## config.mk

```make
export PLATFORM = sky130hd
export DESIGN_NAME = sgpr_ctrl
export DESIGN_NICKNAME = d
export VERILOG_FILES = /design/src/sv/sgpr_pkg.sv /design/src/sv/sgpr_ctrl.sv
export SDC_FILE = /design/constraint.sdc
export NUM_CORES = 1
export LEC_CHECK = 0
export BUFFER_PORTS_ARGS = -buffer_cell sky130_fd_sc_hd__buf_2
export CAP_MARGIN = 10
export CORE_MARGIN = 2
export CORE_UTILIZATION = 30
export CTS_CLUSTER_DIAMETER = 30
export DETAILED_ROUTE_END_ITERATION = 8
export PLACE_DENSITY_LB_ADDON = 0.1
export SYNTH_ARGS = -nofsm -noshare
export SYNTH_HDL_FRONTEND = slang
export SYNTH_SLANG_ARGS = --single-unit
export TNS_END_PERCENT = 30
```

## constraint.sdc

```tcl
create_clock -name i_clk -period 1.69 [get_ports i_clk]
set_clock_uncertainty 0.05 [all_clocks]
set_input_delay 0.338 -clock i_clk [delete_from_list [all_inputs] [get_ports i_clk]]
set_output_delay 0.338 -clock i_clk [all_outputs]
set_load 0.05 [all_outputs]
```

## src/sv/sgpr_pkg.sv

```systemverilog
// shared types, codes and the 5x7 font table of the glyph page renderer
// no dependencies; used by sgpr_ctrl, sgpr_dp and the top level
package sgpr_pkg;

    // stretch mode taken from the scale field of a character beat
    typedef enum logic [1:0] {
        MODE_RAW = 2'd0,
        MODE_X8  = 2'd1,
        MODE_X4  = 2'd2,
        MODE_X2  = 2'd3
    } t_mode;

    // input opcodes and output kinds
    localparam logic OPC_SETPOS = 1'b0;
    localparam logic OPC_PUTCH  = 1'b1;
    localparam logic KIND_RUN   = 1'b0;
    localparam logic KIND_POS   = 1'b1;

    // printable range of the font
    localparam logic [7:0] CHAR_FIRST = 8'h20;
    localparam logic [7:0] CHAR_LAST  = 8'h7f;

    // column advance after a stretched glyph
    localparam logic [7:0] STEP_X8 = 8'd48;
    localparam logic [7:0] STEP_X4 = 8'd24;
    localparam logic [7:0] STEP_X2 = 8'd12;

    // repeat counts of a run
    localparam logic [3:0] REP_X8  = 4'd8;
    localparam logic [3:0] REP_X4  = 4'd3;
    localparam logic [3:0] REP_X2  = 4'd2;
    localparam logic [3:0] REP_ONE = 4'd1;

    // glyph columns (five lit plus one blank spacer)
    localparam logic [2:0] LAST_COL = 3'd5;

    // datapath commands issued by the controller
    typedef enum logic [2:0] {
        OP_NONE   = 3'd0,
        OP_LOAD   = 3'd1,
        OP_SETPOS = 3'd2,
        OP_RUN    = 3'd3,
        OP_ROWPOS = 3'd4,
        OP_FINAL  = 3'd5
    } t_dp_op;

    typedef struct packed {
        t_dp_op     op;
        t_mode      mode;
        logic [2:0] col;
        logic [2:0] row;
        logic       sub;
        logic       last;
    } t_dp_cmd;

    // five column bytes, index 0 is the leftmost column, bit0 at the top
    typedef logic [0:4][7:0] t_glyph;

    function automatic t_mode scale_mode(input logic [3:0] scale);
        t_mode m;
        unique case (scale)
            4'd8:    m = MODE_X8;
            4'd4:    m = MODE_X4;
            4'd2:    m = MODE_X2;
            default: m = MODE_RAW;
        endcase
        return m;
    endfunction

    // index is the character code minus 0x20
    function automatic t_glyph font_glyph(input logic [6:0] idx);
        t_glyph g;
        case (idx)
            7'd0:  g = 40'h0000000000;
            7'd1:  g = 40'h00005f0000;
            7'd2:  g = 40'h0007000700;
            7'd3:  g = 40'h147f147f14;
            7'd4:  g = 40'h242a7f2a12;
            7'd5:  g = 40'h2313086462;
            7'd6:  g = 40'h3649552250;
            7'd7:  g = 40'h0005030000;
            7'd8:  g = 40'h001c224100;
            7'd9:  g = 40'h0041221c00;
            7'd10: g = 40'h14083e0814;
            7'd11: g = 40'h08083e0808;
            7'd12: g = 40'h0050300000;
            7'd13: g = 40'h0808080808;
            7'd14: g = 40'h0060600000;
            7'd15: g = 40'h2010080402;
            7'd16: g = 40'h3e5149453e;
            7'd17: g = 40'h00427f4000;
            7'd18: g = 40'h4261514946;
            7'd19: g = 40'h2141454b31;
            7'd20: g = 40'h1814127f10;
            7'd21: g = 40'h2745454539;
            7'd22: g = 40'h3c4a494930;
            7'd23: g = 40'h0171090503;
            7'd24: g = 40'h3649494936;
            7'd25: g = 40'h064949291e;
            7'd26: g = 40'h0036360000;
            7'd27: g = 40'h0056360000;
            7'd28: g = 40'h0814224100;
            7'd29: g = 40'h1414141414;
            7'd30: g = 40'h0041221408;
            7'd31: g = 40'h0201510906;
            7'd32: g = 40'h324979413e;
            7'd33: g = 40'h7e1111117e;
            7'd34: g = 40'h7f49494936;
            7'd35: g = 40'h3e41414122;
            7'd36: g = 40'h7f4141221c;
            7'd37: g = 40'h7f49494941;
            7'd38: g = 40'h7f09090901;
            7'd39: g = 40'h3e4149497a;
            7'd40: g = 40'h7f0808087f;
            7'd41: g = 40'h00417f4100;
            7'd42: g = 40'h2040413f01;
            7'd43: g = 40'h7f08142241;
            7'd44: g = 40'h7f40404040;
            7'd45: g = 40'h7f020c027f;
            7'd46: g = 40'h7f0408107f;
            7'd47: g = 40'h3e4141413e;
            7'd48: g = 40'h7f09090906;
            7'd49: g = 40'h3e4151215e;
            7'd50: g = 40'h7f09192946;
            7'd51: g = 40'h4649494931;
            7'd52: g = 40'h01017f0101;
            7'd53: g = 40'h3f4040403f;
            7'd54: g = 40'h1f2040201f;
            7'd55: g = 40'h3f4038403f;
            7'd56: g = 40'h6314081463;
            7'd57: g = 40'h0708700807;
            7'd58: g = 40'h6151494543;
            7'd59: g = 40'h007f414100;
            7'd60: g = 40'h0204081020;
            7'd61: g = 40'h0041417f00;
            7'd62: g = 40'h0402010204;
            7'd63: g = 40'h4040404040;
            7'd64: g = 40'h0001020400;
            7'd65: g = 40'h2054545478;
            7'd66: g = 40'h7f48444438;
            7'd67: g = 40'h3844444420;
            7'd68: g = 40'h384444487f;
            7'd69: g = 40'h3854545418;
            7'd70: g = 40'h087e090102;
            7'd71: g = 40'h0c5252523e;
            7'd72: g = 40'h7f08040478;
            7'd73: g = 40'h00447d4000;
            7'd74: g = 40'h2040443d00;
            7'd75: g = 40'h7f10284400;
            7'd76: g = 40'h00417f4000;
            7'd77: g = 40'h7c04180478;
            7'd78: g = 40'h7c08040478;
            7'd79: g = 40'h3844444438;
            7'd80: g = 40'h7c14141408;
            7'd81: g = 40'h081414187c;
            7'd82: g = 40'h7c08040408;
            7'd83: g = 40'h4854545420;
            7'd84: g = 40'h043f444020;
            7'd85: g = 40'h3c4040207c;
            7'd86: g = 40'h1c2040201c;
            7'd87: g = 40'h3c4030403c;
            7'd88: g = 40'h4428102844;
            7'd89: g = 40'h0c5050503c;
            7'd90: g = 40'h4464544c44;
            7'd91: g = 40'h08082a0808;
            7'd92: g = 40'h00007f0000;
            7'd93: g = 40'h0041360800;
            7'd94: g = 40'h1008081008;
            7'd95: g = 40'h7846414678;
            default: g = 40'h0000000000;
        endcase
        return g;
    endfunction

endpackage

```

## src/sv/sgpr_ctrl.sv

```systemverilog
// sequencer of the glyph page renderer: item decode, row and column counters
// depends on sgpr_pkg; drives sgpr_dp through a t_dp_cmd
module sgpr_ctrl (
    input  logic                 i_clk,
    input  logic                 i_rst_n,
    input  logic                 i_in_valid,
    input  logic                 i_opcode,
    input  logic [7:0]           i_char_code,
    input  logic [3:0]           i_scale,
    input  logic                 i_out_free,
    output logic                 o_in_ready,
    output sgpr_pkg::t_dp_cmd    o_cmd
);

    typedef enum logic [5:0] {
        S_IDLE   = 6'b000001,
        S_SETPOS = 6'b000010,
        S_RAW    = 6'b000100,
        S_RUN    = 6'b001000,
        S_ROWEND = 6'b010000,
        S_FINAL  = 6'b100000
    } t_state;

    t_state          r_state, n_state;
    sgpr_pkg::t_mode r_mode, n_mode;
    logic [2:0]      r_col, n_col;
    logic [2:0]      r_row, n_row;
    logic            r_sub, n_sub;

    logic            accept;
    logic            in_range;
    logic            emit;
    logic [2:0]      row_max;
    sgpr_pkg::t_mode in_mode;

    assign o_in_ready = (r_state == S_IDLE);
    assign accept     = i_in_valid && o_in_ready;
    assign in_range   = (i_char_code >= sgpr_pkg::CHAR_FIRST)
                     && (i_char_code <= sgpr_pkg::CHAR_LAST);
    assign in_mode    = sgpr_pkg::scale_mode(i_scale);
    assign emit       = i_out_free && (r_state != S_IDLE);

    always_comb begin
        unique case (r_mode)
            sgpr_pkg::MODE_X8: row_max = 3'd7;
            sgpr_pkg::MODE_X4: row_max = 3'd3;
            sgpr_pkg::MODE_X2: row_max = 3'd1;
            default:           row_max = 3'd0;
        endcase
    end

    always_comb begin
        n_state = r_state;
        n_mode  = r_mode;
        n_col   = r_col;
        n_row   = r_row;
        n_sub   = r_sub;
        o_cmd   = '{op: sgpr_pkg::OP_NONE, mode: r_mode, col: r_col, row: r_row,
                    sub: r_sub, last: 1'b0};
        unique case (r_state)
            S_IDLE: begin
                n_col = '0;
                n_row = '0;
                n_sub = 1'b0;
                if (accept) begin
                    o_cmd.op = sgpr_pkg::OP_LOAD;
                    n_mode   = in_mode;
                    if (i_opcode == sgpr_pkg::OPC_SETPOS) begin
                        n_state = S_SETPOS;
                    end else if (in_range) begin
                        n_state = (in_mode == sgpr_pkg::MODE_RAW) ? S_RAW : S_RUN;
                    end
                end
            end
            S_SETPOS: begin
                o_cmd.last = 1'b1;
                if (emit) begin
                    o_cmd.op = sgpr_pkg::OP_SETPOS;
                    n_state  = S_IDLE;
                end
            end
            S_RAW: begin
                o_cmd.last = (r_col == sgpr_pkg::LAST_COL);
                if (emit) begin
                    o_cmd.op = sgpr_pkg::OP_RUN;
                    if (r_col == sgpr_pkg::LAST_COL) begin
                        n_state = S_IDLE;
                    end else begin
                        n_col = r_col + 3'd1;
                    end
                end
            end
            S_RUN: begin
                if (emit) begin
                    o_cmd.op = sgpr_pkg::OP_RUN;
                    if (r_mode == sgpr_pkg::MODE_X4 && !r_sub) begin
                        n_sub = 1'b1;
                    end else begin
                        n_sub = 1'b0;
                        if (r_col == sgpr_pkg::LAST_COL) begin
                            n_col   = '0;
                            n_state = S_ROWEND;
                        end else begin
                            n_col = r_col + 3'd1;
                        end
                    end
                end
            end
            S_ROWEND: begin
                if (emit) begin
                    o_cmd.op = sgpr_pkg::OP_ROWPOS;
                    if (r_row == row_max) begin
                        n_state = S_FINAL;
                    end else begin
                        n_row   = r_row + 3'd1;
                        n_state = S_RUN;
                    end
                end
            end
            S_FINAL: begin
                o_cmd.last = 1'b1;
                if (emit) begin
                    o_cmd.op = sgpr_pkg::OP_FINAL;
                    n_state  = S_IDLE;
                end
            end
            default: n_state = S_IDLE;
        endcase
    end

    always_ff @(posedge i_clk) begin
        if (!i_rst_n) begin
            r_state <= S_IDLE;
            r_mode  <= sgpr_pkg::MODE_RAW;
            r_col   <= '0;
            r_row   <= '0;
            r_sub   <= 1'b0;
        end else begin
            r_state <= n_state;
            r_mode  <= n_mode;
            r_col   <= n_col;
            r_row   <= n_row;
            r_sub   <= n_sub;
        end
    end

    a_col_bound: assert property (@(posedge i_clk) disable iff (!i_rst_n)
        r_col <= sgpr_pkg::LAST_COL)
        else $error("column counter beyond spacer column");

    a_row_bound: assert property (@(posedge i_clk) disable iff (!i_rst_n)
        r_row <= row_max)
        else $error("row counter beyond last page row of the mode");

    a_last_idle: assert property (@(posedge i_clk) disable iff (!i_rst_n)
        (emit && o_cmd.last) |=> (r_state == S_IDLE))
        else $error("closing beat issued but sequencer not idle");

endmodule

```

==> results of run 1 <==
timing repair:
action,4_1_cts,5_1_grt
resized for setup,30,26
pin swaps,8,9
endpoints found under the setup margin,19,20
hold buffers,0,0
buffers inserted,6,7
power by group:
| group | internal [mW] | switching [mW] |
|---|---|---|
| logic | 0.732 | 0.781 |
| registers | 0.395 | 0.0372 |
| clock network | 0.167 | 0.124 |
metrics by stage:
| step | hold slack, ns | utilization (%) | power [mW] | cell area (um^2) |
|---|---|---|---|---|
| 2_1_floorplan | 0.4803 | - | 1.222 | 1301 |
| 3_3_place_gp | 0.4217 | 45.35 | 1.657 | 1673 |
| 3_5_place_dp | 0.4270 | 45.35 | 1.677 | 1673 |
| 4_1_cts | 0.3671 | 50.31 | 2.112 | 1856 |
| 5_1_grt | 0.3669 | 54.82 | 2.371 | 2022 |
| 6_report | 0.3469 | 54.82 | 2.237 | 2022 |
registers in the layout, summed over array words and instances (netlist names):
register	cells
r_state	6
r_col	3
r_row	3
r_mode	2
r_sub	1
cell type report:
| cell class | count | area (um^2) | share of cell area [%] |
|---|---|---|---|
| multi-input combinational | 119 | 999.7 | 49.44 |
| clock buffer | 4 | 45.04 | 2.228 |
| inverter | 7 | 40.04 | 1.980 |
| sequential | 15 | 331.6 | 16.40 |
| timing repair buffer | 72 | 545.5 | 26.98 |
| tap | 48 | 60.06 | 2.970 |
worst reg2reg max path, delay by kind of cell, from the launching register on:
kind / cells / cell delay (ns)
compound gates: 1 / 0.12
flops: 1 / 0.37
simple gates: 4 / 1.19
cells in the mapped netlist, types with 2 or more instances:
master	instances	area [um^2]
nand2_1	16	60.06
dfxtp_1	15	300.3
o21ai_0	13	65.06
nor2_1	11	41.29
a21oi_1	9	45.04
nand3_1	7	35.03
ha_1	6	75.07
inv_1	6	22.52
clkbuf_1	5	18.77
xnor2_1	5	43.79
xor2_1	5	43.79
mux2i_1	4	40.04
nor4_1	4	25.02
buf_2	3	15.01
nor2_2	3	18.77
nor2b_1	3	18.77
nor3b_1	3	22.52
and3_1	2	12.51
and4b_1	2	20.02
nand2b_1	2	12.51
nand4_1	2	12.51
nand4b_1	2	17.52
o21ai_1	2	10.01
logic make-up after synthesis:
family | share of synthesized area, %
compound gates | 19.29
flops | 25.86
buf+inv | 6.788
fa+ha+maj | 6.465
simple gates | 30.60
xor+xnor | 7.543
mux | 3.448
placed cells by master, fill, tap and decap left out, types with 2 or more instances in the layout:
cell	synthesis	routed
a21oi_1	9	7
a21oi_2	0	2
and3_1	2	2
buf_2	3	20
buf_4	1	38
buf_6	1	12
clkbuf_8	0	3
dfxtp_1	15	4
dfxtp_2	0	4
dfxtp_4	0	7
ha_1	6	4
ha_4	0	2
inv_1	6	4
inv_2	1	2
mux2i_1	4	4
nand2_1	16	13
nand2_2	0	2
nand2b_1	2	2
nand3_1	7	5
nand3_2	0	2
nand4_1	2	2
nand4b_1	2	2
nor2_1	11	8
nor2_2	3	4
nor2_4	0	2
nor2b_1	3	3
nor3b_1	3	2
nor4_4	0	3
o21ai_0	13	7
o21ai_1	2	4
o21ai_2	0	4
xnor2_1	5	3
xnor2_2	0	2
xor2_1	5	3
per-layer routing:
| layer | vias to the layer above | GRT usage (%) | routed length [um] |
|---|---|---|---|
| li1 | 673 | - | - |
| met1 | 602 | 22.14 | 1656 |
| met2 | 26 | 28.88 | 1689 |
| met3 | 6 | 1.533 | 84 |
| met4 | 0 | 5.867 | 53 |
| met5 | - | 0 | 0 |
final timing paths:
kind / end / slack [ns] / cells past startpoint
setup / recovery: o_cmd[0] / -0.20 / 9
hold / removal: r_state[1] / 0.35 / 3
setup reg to reg: r_col[0] / -0.13 / 5
hold reg to reg: r_row[1] / 0.50 / 2
==> impl_metrics.toml, run 1 <==
[status]
status = "complete, but fails checks"
violations = "negative setup slack"

[logic_synthesis]
synth-seq-cells = 15
syn-cell-area_um2 = 1161
syn_area_per_cell_um2 = 7.689
ys_warn_count = 0
netlist_instances = 151
synth-seq-area-share_pct = 25.86
synth_nets = 174
synth-edff-count = 0
synth_cell_type_count = 44
ys.flop_type = "dfxtp_1"
synthArstFlopShare_pct = 0

[worst_setup_path]
cp_cell_sequence = "inv_2 -> ha_4 -> nand2_2 -> nor2_2 -> mux2i_1 -> nor2_1 -> a21oi_1 -> nor4_4 -> buf_6"
start_kind = "register"
max_stage_delay_ns = 0.34
crit_buf_inv = 2
crit-reg2reg-launch = "r_state[5]"
critical-path-slowest-cell = "dfxtp_4"
path_max_fanout = 2
endpoint_kind = "output pin"
startpoint = "r_col[1]"
worstSetupPathType = "register to output pin"
arrival_ns = 1.50
cp.required_ns = 1.30
crit_family = "flip-flops"

[pwr]
peakVddDrop_v = 0.0006743
power.density_nw_per_um2 = 1106
p_leak_nw = 0.8551

[place]
port_buffers = 25
post-place-cells = 248
post-dp-hpwl_um = 2549
dp_slack_ns = -0.2011
place.gp.congestion = 0.8329

[clock_tree]
cts_max_level = 1
path_clk_slew_ns = 0.06
cts_made_buffers = 3
cts_tree = "yes"
clock_tree.root_cell = "clkbuf_8"
clk_path_buf_depth = 2
cts.sinks = 15
clkLatencyLatePin_ns = 0.24

[global_route]
grt_overflow = 0
grt_pass1_vias = 1279
grt_pass1_wl_um = 5699
track_usage_pct = 16.94
antenna_found_initial = 0
grt_max_degree = 13

[timing]
max_slew.worst_pin.slew_ns = 0.3025
tns_ns = -1.034
period_share_pct = 111.9
finalMaxSlewViolations = 0
maxSlewHeadroom_pct = 79.83
rsz0062_at_grt = "true"
finalCriticalPeriod_ns = 1.891
setup_slack_ns = -0.2011
hold_viol = 0
max_freq_mhz = 528.8
finalSetupViolCount = 11

[drt]
drt_pass1_iterations = 4
via_per_inst = 4.932
routedWlPerCell_um = 13.14
ant_nets = 0
route.detailed.drc = 0
drt_iter0_drc = 37
drt-total-wl_um = 3483
via_count = 1307

[cells_and_area]
syn2layout_area_growth_pct = 74.14
num_antenna_cells = 0
fin_cells = 265
fill_cells = 332
finalNetCount = 241
drive_gt1_share_pct = 58.06

[floorplan]
initial_core_util_pct = 31.48
die_w_um = 66.21
die_h_um = 66.21
rows = 22
die_area_um2 = 4384
ios = 31
core_um2 = 3689

[job]
cap_viol_max_count = 0

[min_path]
hp-start = "i_opcode"
worst_hold_path_type = "input port to register"
(Power assumes the default switching activity.)
==> run 2: changes to the inputs <==
==> constraint.sdc (replaced) <==
create_clock -name i_clk -period 2.1 [get_ports i_clk]
set_clock_uncertainty 0.05 [all_clocks]
set_input_delay 0.42 -clock i_clk [delete_from_list [all_inputs] [get_ports i_clk]]
set_output_delay 0.42 -clock i_clk [all_outputs]
set_load 0.05 [all_outputs]
==> run 2 against run 1 <==
The flow now finishes without violations; cell count is 16% lower; combinational power down 53%; flip-flop and latch count stayed put; clock power is 18% lower; critical path depth unchanged; routed wire length fell by 19%; utilization fell by 15 points; critical path type unchanged; critical endpoint unchanged.
==> impl_metrics.toml, run 2 (synthesized netlist as in run 1, its figures left out) <==
[worst_setup_path]
path_max_fanout = 4
crit-reg2reg-launch = "r_mode[0]"
r2r_cells = 8
worst_r2r_endpoint = "r_col[0]"
max_stage_delay_ns = 0.34
rrSetupSlack_ns = 0.21
critical-path-slowest-cell = "dfxtp_2"
crit_buf_inv = 2
path_depth = 9
crit_family = "simple AND/OR/NAND/NOR gates"
arrival_ns = 1.56
endpoint_kind = "output pin"
worstSetupPathType = "register to output pin"
cp_cell_sequence = "inv_2 -> ha_4 -> nand2_4 -> nor2_4 -> mux2i_1 -> nor2_1 -> a21oi_2 -> nor4_4 -> buf_6"
cp.required_ns = 1.63
start_kind = "register"
endpoint = "o_cmd[0]"
startpoint = "r_col[1]"

[drt]
drt_iter0_drc = 8
ant_nets = 0
via_per_inst = 4.973
route.detailed.drc = 0
via_count = 1109
routedWlPerCell_um = 12.60
drt-total-wl_um = 2810
drt_pass1_iterations = 4

[place]
port_buffers = 25
post-place-cells = 219
post-dp-hpwl_um = 2191
place_area_um2 = 1358
place.gp.congestion = 0.7669

[global_route]
grt_overflow = 0
track_usage_pct = 14.54
grt_max_degree = 20
grt_pass1_wl_um = 4899
antenna_found_initial = 0
grt_pass1_vias = 1072

[pwr]
clkPwrFrac_pct = 18.0
comb_power_share_pct = 53.1
seqPwrFrac_pct = 28.9
switching_share_pct = 46.42
power.net_switching_mw = 0.6177
p_int_mw = 0.7131
p_leak_nw = 0.6041
power.density_nw_per_um2 = 902.9
peakVddDrop_v = 0.0002768
power.total_mw = 1.331

[clock_tree]
cts_max_level = 1
ctsHoldBuffers = 0
postCtsSetupRepairBufs = 0
cts_made_buffers = 3
clock_tree.root_cell = "clkbuf_8"
path_clk_slew_ns = 0.07
cts.sinks = 15
clk_path_buf_depth = 2
cts_tree = "yes"
clkLatencyLatePin_ns = 0.25

[floorplan]
core_um2 = 3689
die_w_um = 66.21
ios = 31
rows = 22
die_h_um = 66.21
die_area_um2 = 4384
initial_core_util_pct = 31.48

[cells_and_area]
final_cell_area_um2 = 1474
largest_reg_flops = 6
fill_cells = 398
fin_cells = 223
syn2layout_area_growth_pct = 26.94
layout_common_cells = "21 x buf_2, 15 x nand2_1, 13 x o21ai_0"
regMostFlops = "r_state"
num_antenna_cells = 0
reg_top3 = "r_state (6), r_col (3), r_row (3)"
drive_gt1_share_pct = 32.00
final_common_cell = "buf_2"
finalNetCount = 199

[timing]
max_slew.worst_pin.slew_ns = 0.3441
finalSetupViolCount = 0
period_share_pct = 96.68
finalHoldWorstSlack_ns = 0.4279
finalMaxSlewViolations = 0
maxSlewHeadroom_pct = 77.03
finalCriticalPeriod_ns = 2.030
rsz0062_at_grt = "true"
max_freq_mhz = 492.6
hold_viol = 0

[job]
cap_viol_max_count = 0

[status]
status = "finished, final reports clean"

[min_path]
worst_hold_path_type = "input port to register"
## run 2: worst min-delay path by stage
stage / from / end / slack [ns] / depth (start not counted)
global placement: r_col[1] / r_col[1] / 0.44 / 2
floorplan: r_state[1] / r_state[1] / 0.51 / 3
detailed placement: r_col[1] / r_col[1] / 0.46 / 2
CTS: i_opcode / r_state[1] / 0.43 / 3
global route: i_opcode / r_state[1] / 0.45 / 3
finish: i_opcode / r_state[1] / 0.43 / 3
## run 2: layout make-up
class | instances | area [um^2] | share of cell area (%)
Inverter | 7 | 26.28 | 1.783
Tap cell | 48 | 60.06 | 4.075
Multi-Input combinational cell | 119 | 849.6 | 57.64
Clock buffer | 3 | 41.29 | 2.801
Clock inverter | 1 | 5.005 | 0.3396
Timing Repair Buffer | 30 | 176.4 | 11.97
Sequential cell | 15 | 315.3 | 21.39
## run 2: per-layer routing
metal  part of all wire [%]  up-vias  GRT usage (%)
met3                    2.4        2          2.044
met5                      0        -              0
li1                       -      585              -
met4                   0.82        0          5.357
met2                     49       18          24.00
met1                     47      504          19.06
## run 2: repair_timing
action	CTS	global route
cloned	0	0
gates resized for setup	9	15
pin swaps	0	3
endpoints found under the hold margin	0	0
endpoints found under the setup margin	4	5
## run 2: per-stage QoR
step	TNS (ns)	utilization, %	worst slack (ns)
after global placement	0	36.80	0.1797
after detailed placement	0	36.80	0.1481
after global routing	-0.03224	39.96	-0.03224
after floorplan	-0.3264	-	-0.2454
after CTS	-0.02132	38.70	-0.02132
final	0	39.96	0.06977
## run 2: power groups by stage
stage / Combinational, mW / Sequential [mW] / Clock, mW
floorplan: 0.513 / 0.362 / 0
global placement: 0.681 / 0.383 / 0
detailed placement: 0.685 / 0.385 / 0
CTS: 0.711 / 0.383 / 0.246
global route: 0.777 / 0.393 / 0.261
finish: 0.707 / 0.385 / 0.239
## run 2: worst min-delay path: cells and delay by family
family                 cells  cell delay [ns]
AOI/OAI and AO/OA          1             0.07
buffers and inverters      1             0.10
and+or+nand+nor            1             0.10
